$ cat config.mk
export PLATFORM = sky130hd
export DESIGN_NAME = sm4_block_cipher_top
export DESIGN_NICKNAME = d
export VERILOG_FILES = /design/src/hdl/sm4_pkg.sv /design/src/hdl/sm4_ram.sv /design/src/hdl/sm4_block_cipher_top.sv
export SDC_FILE = /design/constraint.sdc
export NUM_CORES = 2
export LEC_CHECK = 0
export BUFFER_PORTS_ARGS = -buffer_cell sky130_fd_sc_hd__buf_2
export CAP_MARGIN = 20
export CORE_ASPECT_RATIO = 0.5
export CORE_MARGIN = 1.5
export CORE_UTILIZATION = 40
export CTS_BUF_LIST = sky130_fd_sc_hd__clkbuf_8
export CTS_CLUSTER_DIAMETER = 30
export DETAILED_ROUTE_END_ITERATION = 6
export PLACE_DENSITY = 0.62
export SYNTH_ARGS = -nofsm -noshare
export SYNTH_HDL_FRONTEND = slang
export SYNTH_SLANG_ARGS = --single-unit
$ cat constraint.sdc
create_clock -name i_clk -period 13.75 [get_ports i_clk]
set_input_delay 0.6875 -clock i_clk [delete_from_list [all_inputs] [get_ports i_clk]]
set_output_delay 0.6875 -clock i_clk [all_outputs]
set_load 0.05 [all_outputs]
$ cat src/hdl/sm4_pkg.sv
// SM4 engine package: opcodes, state type, S-box and round function.
package sm4_pkg;

    localparam int ROUNDS_DEF = 32;
    localparam int KEY_W      = 32;
    localparam int BLOCK_W    = 128;
    localparam int TDATA_W    = 168;

    typedef enum logic [1:0] {
        OP_KEY_WR  = 2'd0,
        OP_ENCRYPT = 2'd1,
        OP_DECRYPT = 2'd2,
        OP_NONE    = 2'd3
    } t_opcode;

    typedef enum logic [1:0] {
        ST_IDLE,
        ST_FETCH,
        ST_ROUND,
        ST_OUT
    } t_state;

    function automatic logic [7:0] sbox(input logic [7:0] a);
        logic [7:0] tbl [256];
        tbl = '{
            8'hd6,8'h90,8'he9,8'hfe,8'hcc,8'he1,8'h3d,8'hb7,
            8'h16,8'hb6,8'h14,8'hc2,8'h28,8'hfb,8'h2c,8'h05,
            8'h2b,8'h67,8'h9a,8'h76,8'h2a,8'hbe,8'h04,8'hc3,
            8'haa,8'h44,8'h13,8'h26,8'h49,8'h86,8'h06,8'h99,
            8'h9c,8'h42,8'h50,8'hf4,8'h91,8'hef,8'h98,8'h7a,
            8'h33,8'h54,8'h0b,8'h43,8'hed,8'hcf,8'hac,8'h62,
            8'he4,8'hb3,8'h1c,8'ha9,8'hc9,8'h08,8'he8,8'h95,
            8'h80,8'hdf,8'h94,8'hfa,8'h75,8'h8f,8'h3f,8'ha6,
            8'h47,8'h07,8'ha7,8'hfc,8'hf3,8'h73,8'h17,8'hba,
            8'h83,8'h59,8'h3c,8'h19,8'he6,8'h85,8'h4f,8'ha8,
            8'h68,8'h6b,8'h81,8'hb2,8'h71,8'h64,8'hda,8'h8b,
            8'hf8,8'heb,8'h0f,8'h4b,8'h70,8'h56,8'h9d,8'h35,
            8'h1e,8'h24,8'h0e,8'h5e,8'h63,8'h58,8'hd1,8'ha2,
            8'h25,8'h22,8'h7c,8'h3b,8'h01,8'h21,8'h78,8'h87,
            8'hd4,8'h00,8'h46,8'h57,8'h9f,8'hd3,8'h27,8'h52,
            8'h4c,8'h36,8'h02,8'he7,8'ha0,8'hc4,8'hc8,8'h9e,
            8'hea,8'hbf,8'h8a,8'hd2,8'h40,8'hc7,8'h38,8'hb5,
            8'ha3,8'hf7,8'hf2,8'hce,8'hf9,8'h61,8'h15,8'ha1,
            8'he0,8'hae,8'h5d,8'ha4,8'h9b,8'h34,8'h1a,8'h55,
            8'had,8'h93,8'h32,8'h30,8'hf5,8'h8c,8'hb1,8'he3,
            8'h1d,8'hf6,8'he2,8'h2e,8'h82,8'h66,8'hca,8'h60,
            8'hc0,8'h29,8'h23,8'hab,8'h0d,8'h53,8'h4e,8'h6f,
            8'hd5,8'hdb,8'h37,8'h45,8'hde,8'hfd,8'h8e,8'h2f,
            8'h03,8'hff,8'h6a,8'h72,8'h6d,8'h6c,8'h5b,8'h51,
            8'h8d,8'h1b,8'haf,8'h92,8'hbb,8'hdd,8'hbc,8'h7f,
            8'h11,8'hd9,8'h5c,8'h41,8'h1f,8'h10,8'h5a,8'hd8,
            8'h0a,8'hc1,8'h31,8'h88,8'ha5,8'hcd,8'h7b,8'hbd,
            8'h2d,8'h74,8'hd0,8'h12,8'hb8,8'he5,8'hb4,8'hb0,
            8'h89,8'h69,8'h97,8'h4a,8'h0c,8'h96,8'h77,8'h7e,
            8'h65,8'hb9,8'hf1,8'h09,8'hc5,8'h6e,8'hc6,8'h84,
            8'h18,8'hf0,8'h7d,8'hec,8'h3a,8'hdc,8'h4d,8'h20,
            8'h79,8'hee,8'h5f,8'h3e,8'hd7,8'hcb,8'h39,8'h48
        };
        return tbl[a];
    endfunction

    function automatic logic [31:0] round_t(input logic [31:0] a);
        logic [31:0] b;
        b = {sbox(a[31:24]), sbox(a[23:16]), sbox(a[15:8]), sbox(a[7:0])};
        return b ^ {b[29:0], b[31:30]} ^ {b[21:0], b[31:22]}
                 ^ {b[13:0], b[31:14]} ^ {b[7:0], b[31:8]};
    endfunction

endpackage

$ cat src/hdl/sm4_ram.sv
// Generic single-port-write RAM with registered read.
module sm4_ram #(
    parameter int WIDTH = 32,
    parameter int DEPTH = 32
) (
    input  logic                     i_clk,
    input  logic                     i_we,
    input  logic [$clog2(DEPTH)-1:0] i_waddr,
    input  logic [WIDTH-1:0]         i_wdata,
    input  logic [$clog2(DEPTH)-1:0] i_raddr,
    output logic [WIDTH-1:0]         o_rdata
);
    logic [WIDTH-1:0] r_mem [DEPTH];
    logic [WIDTH-1:0] r_rdata;

    always_ff @(posedge i_clk) begin
        if (i_we) begin
            r_mem[i_waddr] <= i_wdata;
        end
        r_rdata <= r_mem[i_raddr];
    end

    assign o_rdata = r_rdata;
endmodule

$ cat src/hdl/sm4_block_cipher_top.sv
// SM4 engine top level: key store, round sequencer and output register.
// Key write: accepted in ST_IDLE, no result.
// Encrypt/decrypt: one round per cycle through the shared round unit; result is
// held until taken, and no new transfer is accepted until it has been taken.
// Key store read port is registered, so each key is fetched in the cycle before its round.
// Synchronous active-low reset clears the sequencer; round keys are unknown until written.
module sm4_block_cipher_top
    import sm4_pkg::*;
#(
    parameter int ROUNDS = ROUNDS_DEF
) (
    input  logic               i_clk,
    input  logic               i_rst_n,
    input  logic               s_axis_tvalid,
    output logic               s_axis_tready,
    // opcode[1:0], key_index[6:2], key_word[38:7], block_hi[102:39],
    // block_lo[166:103], zero fill
    input  logic [TDATA_W-1:0] s_axis_tdata,
    output logic               m_axis_tvalid,
    input  logic               m_axis_tready,
    // result_hi[63:0], result_lo[127:64]
    output logic [BLOCK_W-1:0] m_axis_tdata
);
    localparam int CW = $clog2(ROUNDS);

    t_state         r_state, n_state;
    logic [CW-1:0]  r_cnt, n_cnt;
    logic           r_dec, n_dec;
    logic [31:0]    r_x0, r_x1, r_x2, r_x3;
    logic [31:0]    n_x0, n_x1, n_x2, n_x3;
    logic [CW-1:0]  w_raddr;
    logic [31:0]    w_rk;
    logic [31:0]    w_nx;

    t_opcode        w_op;
    logic           w_xfer;

    assign w_op   = t_opcode'(s_axis_tdata[1:0]);
    assign w_xfer = s_axis_tvalid && s_axis_tready;

    sm4_ram #(.WIDTH(KEY_W), .DEPTH(ROUNDS)) u_keys (
        .i_clk  (i_clk),
        .i_we   (w_xfer && w_op == OP_KEY_WR),
        .i_waddr(s_axis_tdata[2 +: CW]),
        .i_wdata(s_axis_tdata[7 +: KEY_W]),
        .i_raddr(w_raddr),
        .o_rdata(w_rk)
    );

    assign w_nx = r_x0 ^ round_t(r_x1 ^ r_x2 ^ r_x3 ^ w_rk);

    always_ff @(posedge i_clk) begin
        if (!i_rst_n) begin
            r_state <= ST_IDLE;
            r_cnt   <= '0;
            r_dec   <= 1'b0;
        end else begin
            r_state <= n_state;
            r_cnt   <= n_cnt;
            r_dec   <= n_dec;
        end
        r_x0 <= n_x0;
        r_x1 <= n_x1;
        r_x2 <= n_x2;
        r_x3 <= n_x3;
    end

    always_comb begin
        n_state = r_state;
        n_cnt   = r_cnt;
        n_dec   = r_dec;
        n_x0    = r_x0;
        n_x1    = r_x1;
        n_x2    = r_x2;
        n_x3    = r_x3;
        w_raddr = r_dec ? CW'(ROUNDS - 1) - r_cnt : r_cnt;
        s_axis_tready = 1'b0;
        m_axis_tvalid = 1'b0;
        case (r_state)
            ST_IDLE: begin
                s_axis_tready = 1'b1;
                if (w_xfer && (w_op == OP_ENCRYPT || w_op == OP_DECRYPT)) begin
                    n_dec   = (w_op == OP_DECRYPT);
                    n_cnt   = '0;
                    n_x0    = s_axis_tdata[102:71];
                    n_x1    = s_axis_tdata[39+:32];
                    n_x2    = s_axis_tdata[166:135];
                    n_x3    = s_axis_tdata[103+:32];
                    n_state = ST_FETCH;
                end
            end
            ST_FETCH: begin
                n_state = ST_ROUND;
                n_cnt   = r_cnt + 1'b1;
            end
            ST_ROUND: begin
                n_x0 = r_x1;
                n_x1 = r_x2;
                n_x2 = r_x3;
                n_x3 = w_nx;
                if (r_cnt == '0) begin
                    n_state = ST_OUT;
                end else begin
                    n_cnt = r_cnt + 1'b1;
                end
            end
            ST_OUT: begin
                m_axis_tvalid = 1'b1;
                if (m_axis_tready) begin
                    n_state = ST_IDLE;
                end
            end
            default: n_state = ST_IDLE;
        endcase
    end

    assign m_axis_tdata = {r_x1, r_x0, r_x3, r_x2};
endmodule

# Word-level counts from Yosys, hierarchy flattened
# Memory sizes are Yosys's and may differ from the RTL's. A register that Yosys moved wholly into a read port is not among the register bits.
# Index checks and enable logic that the tools add are counted.
# word_totals
regBits	136
mem_bits_rw	1024
mem_bits_ro	8192
output_inout_bits	130
elab_cells	80
n_memories	5
# op_classes
addsub	2
magnitude_cmp	4
n_eq_ne	9
mux	28
n_bitwise	12
n_reduce_logical	13
# mem_list
name	words	width	read_ports	rd_clocked_by_memory_dff	write_ports	line_no	source
(name not given)	256	8	1	0	0	sm4_pkg.sv:59	return tbl[a];
(name not given)	256	8	1	0	0	sm4_pkg.sv:59	
(name not given)	256	8	1	0	0	sm4_pkg.sv:59	
(name not given)	256	8	1	0	0	sm4_pkg.sv:59	
u_keys.r_mem	32	32	1	1	1	sm4_ram.sv:13	logic [WIDTH-1:0] r_mem [DEPTH];
# op_table
op	n
$pmux 32 s2	4
$xor 32x32->32	8
$mux 32	4
$mux 8	8
$ge 9x9->1 const B	4
$not 8->9	4
$mux 5	3
$pmux 5 s3	1
$ne 2x2->1 const B	4
$pmux 2 s4	1
$eq 2x2->1 const B	3
$mux 2	3
$reduce_and 3->1	2
$add 5x1->5 const B	1
$logic_not 5->1	1
$sub 5x5->5 const A	1
$eq 2x1->1 const B	2
$logic_not 2->1	2
$mux 1	4
$reduce_and 2->1	2
$logic_and 1x1->1	3
$reduce_bool 3->1	1
$reduce_bool 2->1	1
$logic_or 1x1->1	1

# Logic depth before layout (Yosys ltp)
# logic_depth
word_depth	13
ltp_mapped	17

# Cells and area by module
# A second synthesis with hierarchy kept.
# hier_totals
hier_cells	4983
area_unflattened_um2	61411.4
# by_module_without_submodules
module	n_inst	cells_each	area_per_inst_um2	seq_area_each_um2
sm4_ram	1	2260	40485.1	31390.1
sm4_block_cipher_top	1	2723	20926.3	4003.8

# Worst setup path after synthesis
# No wires, ideal clock.
# synth_path
path_type	reg2reg
startpoint	reg r_state[0]
endpoint	reg r_x0[0] (enable)
setup_time_ns	0.794
arrival_ns	9.877
t_required_ns	12.956
slack_ns	3.079
stages_incl_launch_ff	4
n_path_buf	0
path_cell_list	dfxtp_1 > inv_1 > ha_1 > o21ai_0
# synth_between
elab_chain_len	6
elab_cells_between_ends	8
# synth_lines
item	line_no	source
from (decl)	sm4_block_cipher_top.sv:26	t_state r_state, n_state;
from (signal assigned)	sm4_block_cipher_top.sv:58	r_state <= n_state;
$logic_not 2->1	sm4_block_cipher_top.sv:79	case (r_state)
$mux 1	sm4_block_cipher_top.sv:79	
net s_axis_tready	sm4_block_cipher_top.sv:15	output logic s_axis_tready,
$logic_and 1x1->1	sm4_block_cipher_top.sv:39	assign w_xfer = s_axis_tvalid && s_axis_tready;
$logic_and 1x1->1	sm4_block_cipher_top.sv:82	if (w_xfer && (w_op == OP_ENCRYPT || w_op == OP_DECRYPT)) begin
$ne 2x2->1 (no line)	-	
$reduce_and 2->1 (no line)	-	
to (signal assigned)	sm4_block_cipher_top.sv:62	r_x0 <= n_x0;
to (decl)	sm4_block_cipher_top.sv:29	logic [31:0] r_x0, r_x1, r_x2, r_x3;
# The timed path passes the listed nets, and every way through them passes these cells.
# A chain may end at the register's enable or synchronous reset.

# Final worst setup path
# layout_path
startpoint	reg r_x3[25]
endpoint	reg r_x3[7] (data pin)
# layout_between
elab_chain_len	11
# layout_lines
item	line_no	source
from (decl)	sm4_block_cipher_top.sv:29	
from (signal assigned)	sm4_block_cipher_top.sv:65	r_x3 <= n_x3;
$xor 32x32->32 (2 in a row)	sm4_block_cipher_top.sv:50	assign w_nx = r_x0 ^ round_t(r_x1 ^ r_x2 ^ r_x3 ^ w_rk);
$not 8->9 (not written as such)	sm4_pkg.sv:59	
$mem_v2 256x8	-	
$mux 8 (not written as such) (2 in a row)	sm4_pkg.sv:59	
$xor 32x32->32	sm4_pkg.sv:65	return b ^ {b[29:0], b[31:30]} ^ {b[21:0], b[31:22]}
$xor 32x32->32 (2 in a row)	sm4_pkg.sv:66	^ {b[13:0], b[31:14]} ^ {b[7:0], b[31:8]};
$xor 32x32->32	sm4_block_cipher_top.sv:50	
$pmux 32 s2	sm4_block_cipher_top.sv:79	
net n_x3[7]	sm4_block_cipher_top.sv:30	logic [31:0] n_x0, n_x1, n_x2, n_x3;
# The timed path passes the listed nets, and every way through them passes these cells. The select of a mux whose other input is x is not followed.

==> out/results.txt <==
The required arrival time at the worst endpoint was 14450 ps; the first-pass detailed-route iteration total was 6. The HPWL after detailed placement is 126000 µm. The detailed router placed 42715 vias in this run. Averaged over all synthesized cells, the footprint is 14.3 µm². Transition at the pin with the smallest max-transition slack: 1190 ps.

The number of cells traversed by the worst hold path is 2, and the final weighted congestion in routability-driven placement is 0.975. The port buffer count is 300, and the compound-gate portion of the synthesized area is 0.115. The Yosys step of the flow raised 0 warnings.

The number of nets still failing antenna checks after routing came out at 0. The tools report the sequential share of the synthesized area as 0.581. The dominant combinational cell family by area after synthesis was multiplexers. The endpoint identified for the worst register-to-register timing path is r_x3[7]. 302 I/O pins were placed. The async set or reset register ratio after synthesis works out to 0. The number of hold violations in the final report came out at 0. The critical path is of the reg2reg type.

Timing would allow up to 159 MHz. Setup repair after global routing left no endpoint under its margin. For the combined global-route utilization of all metal layers, the log shows 0.261. The logs give 1192 for the total number of clock tree sinks and 4479 for the synthesized netlist net count. At the placement stage, the worst setup path has a slack of 7610 ps. The critical path arrival is 7000 ps, and the number of cells on the worst reg-to-reg path is 15.

The standard-cell row count was 100; the placeable core region was 0.150 mm². The count of mapped cells out of synthesis is 4262. The cell area that synthesis handed to floorplanning was 0.0609 mm². Number of cells upsized or downsized after cts: 0. Counting along the longest clock path gives a buffer depth of 3. The share of layout cells above drive strength 1 works out to 0.271.

Setup violations remaining at the end of the flow were counted as 0. In the routed design, unresolved DRC markers number 0. In the final routed layout, each cell accounts on average for 31.0 µm.

In this run, the number of DRC markers left after iteration 0 of detailed routing was 5791. The hold path endpoint was r_x0[6]. TritonCTS built the clock tree.

The number of enable flip-flop cells after synthesis is 1152, and the starting density of the core is 0.406. The die is 279 µm tall. For the H-tree depth reported by CTS, the log shows 4. The portion of netlist area occupied by mux cells came out at 0.161. The post-synthesis share of cell area spent on and, or, nand and nor gates is 0.0601, and the count of distinct cell types in the synthesized netlist is 91. At the end of the flow, the number of nets in the layout was 4752. The final critical-path share of the clock period works out to 0.459.

The normalized max-slew margin was 0.198. The run finished with clean final reports. The run gives 0 as the count of max-cap constraint violations. Clock tree synthesis inserted a total of 176 buffers. The number of global-route vias before repair was 41514. The worst setup path is launched from a flip-flop.

Post-synthesis adder-cell area fraction: 0.00941. The die covers 0.155 mm². The clock latency reported for the late side of the worst-skew pair came out at 920 ps. The commonest register cell after synthesis was sky130_fd_sc_hd__edfxtp_1.

Between clock sinks in the finished design, the worst skew comes to 109 ps. Entering global routing, the biggest net connects 145 pins. The tools report the startpoint of the lowest-slack hold path as s_axis_tdata[77]. The tools report the startpoint of the worst-slack reg-to-reg timing path as r_x3[25].

The most critical setup path has its startpoint at r_x3[25]. The clock root buffer was sky130_fd_sc_hd__clkbuf_8. The shortest period the worst path allows was 6300 ps; the filler-free cell count of the finished design was 6665. Once routing completed, OpenROAD measured the worst setup slack at 7450 ps. The first global-routing pass estimated 296000 µm of wire.

XOR/XNOR share of the synthesized area: 0.0433. The worst hold path belongs to the class in2reg. For the initial antenna violation count, the log shows 29.

The critical-path maximum fanout works out to 22. The setup check on the worst reg-to-reg path leaves a slack of 7450 ps. The number of inserted filler cells in the final layout came out at 13059.

After global routing the overflow that remains totals 0. Setup total negative slack on the finished layout was measured at 0 ps. The share of the synthesized area in the top cell type is 0.568, and the total count of max-transition violations in the final report is 0. Layout overhead on the synthesized area: 12.9%. The cell type contributing the most total cell area after synthesis is sky130_fd_sc_hd__edfxtp_1.

The worst setup path is captured at a flip-flop. Using the TritonRoute via totals, the vias-per-cell ratio works out to 6.41. The clock transition at the register clock pins on the worst setup and hold paths after CTS was 60 ps; the chip width was 555 µm.

The tools report the total detailed-routing wirelength as 206000 µm. After synthesis, the cell types taking the most area are sky130_fd_sc_hd__edfxtp_1 57%, sky130_fd_sc_hd__mux4_2 12%, sky130_fd_sc_hd__mux2_2 2.7%, sky130_fd_sc_hd__nor2_1 1.9%, sky130_fd_sc_hd__xnor2_1 1.7%. The placed instance count came out at 6312. Counting flops and latches in the post-synthesis netlist gives 1192.
-- kinds of logic after synthesis --
group,after synthesis
muxes,537
DFF,1192
xor gates and xnor gates,243
AOI/OAI and AO/OA,1000
and+or+nand+nor,831
buffers and inverters,413
adders and majority gates,46
-- timing repair --
item,CTS,global route
buffers inserted,0,0
hold endpoints to repair,36,0
hold buffers,34,0
-- through the flow --
step | utilization | hold WS [ps] | cell area, µm²
finish | 0.459 | 78.3 | 68700
global route | 0.458 | 33.0 | 68700
CTS | 0.458 | 0.162 | 68700
detailed placement | 0.433 | 519 | 64900
global placement | 0.433 | 531 | 64900
floorplan | - | 490 | 60900
-- critical path: stages, from the launching register on --
cell                        delay [ps]
sky130_fd_sc_hd__edfxtp_1          570
sky130_fd_sc_hd__xor2_1            330
sky130_fd_sc_hd__xnor2_1           150
sky130_fd_sc_hd__buf_4             340
sky130_fd_sc_hd__clkinv_1          770
sky130_fd_sc_hd__ha_1              490
sky130_fd_sc_hd__buf_4             230
sky130_fd_sc_hd__nor2_1            500
sky130_fd_sc_hd__o21ai_0           220
sky130_fd_sc_hd__a32o_1            350
sky130_fd_sc_hd__a2111oi_0         490
sky130_fd_sc_hd__a31oi_1           140
sky130_fd_sc_hd__mux2i_4           320
sky130_fd_sc_hd__xor2_2            440
sky130_fd_sc_hd__xnor3_1           580
sky130_fd_sc_hd__a21oi_1           180
-- cells in the mapped netlist, drive strengths merged (7+ instances only) --
cell	instances
clkbuf	200
buf	169
xnor3	22
o211ai	70
or3	24
nand3b	14
and2	11
inv	42
nand3	82
a32oi	21
nor3	83
o31ai	21
edfxtp	1152
o21ai	198
ha	45
a311o	15
a311oi	44
nor4	8
o2111ai	15
mux2	146
nand2b	11
or2	7
dfxtp	40
o32ai	9
a211oi	63
nor2	305
a22oi	10
a21o	11
xnor2	134
a211o	15
o22ai	23
a221oi	37
o221ai	42
xor2	87
o311ai	42
mux2i	54
and3	14
mux4	337
a31oi	61
nand2	243
a2111oi	18
a221o	10
nand4	16
a21oi	205
o311a	12
-- area by class of cell --
class                      count  area (µm²)  area share
multi-input combinational   2657       24400       0.355
clock inverter               131         950      0.0138
tap                         1989        2490      0.0362
clock buffer                 180        2480      0.0360
inverter                      44         165     0.00240
sequential                  1192       35400       0.515
antenna                        8        20.0    0.000291
timing repair buffer         464        2870      0.0417
-- placed cells by master (no fill, tap or decap), types with 44 or more instances in the layout --
cell type	Yosys	routed
sky130_fd_sc_hd__o21ai_0	190	189
sky130_fd_sc_hd__a211oi_1	61	61
sky130_fd_sc_hd__nand2_1	243	243
sky130_fd_sc_hd__clkbuf_8	0	180
sky130_fd_sc_hd__nor3_1	83	83
sky130_fd_sc_hd__buf_4	24	126
sky130_fd_sc_hd__xor2_1	73	60
sky130_fd_sc_hd__a21oi_1	203	203
sky130_fd_sc_hd__mux2_2	146	146
sky130_fd_sc_hd__xnor2_1	121	103
sky130_fd_sc_hd__o211ai_1	70	70
sky130_fd_sc_hd__mux4_2	337	337
sky130_fd_sc_hd__mux2i_1	53	53
sky130_fd_sc_hd__a31oi_1	61	61
sky130_fd_sc_hd__ha_1	45	44
sky130_fd_sc_hd__nor2_1	303	271
sky130_fd_sc_hd__nand3_1	82	82
sky130_fd_sc_hd__edfxtp_1	1152	1152
sky130_fd_sc_hd__buf_2	99	300
sky130_fd_sc_hd__inv_1	39	103
-- per-layer routing --
metal | up-vias | share of wire | global-route usage
met2 | 2603 | 0.45 | 0.399
met1 | 21873 | 0.41 | 0.367
met3 | 481 | 0.096 | 0.0571
met4 | 18 | 0.037 | 0.0938
li1 | 17740 | - | -
met5 | - | 0.00064 | 0
-- how the worst max path moves through the flow --
| stage | to | cells past startpoint | slack, ps |
|---|---|---|---|
| after floorplan | r_x0[0] | 3 | 3080 |
| after global placement | r_x3[7] | 15 | 7580 |
| after detailed placement | r_x3[7] | 15 | 7610 |
| after CTS | r_x3[7] | 15 | 7520 |
| after global routing | r_x3[7] | 15 | 7300 |
| final | r_x3[7] | 15 | 7450 |
-- flip-flops by register name (all words and copies together) (netlist names) --
name / count
r_cnt: 5
r_dec: 1
r_state: 2
r_x0: 32
r_x1: 32
r_x2: 32
r_x3: 32
u_keys.o_rdata: 32
u_keys.r_mem: 1024
Power is not shown: default switching activity piles up to over one toggle a cycle in this logic, so the estimate is an artifact.
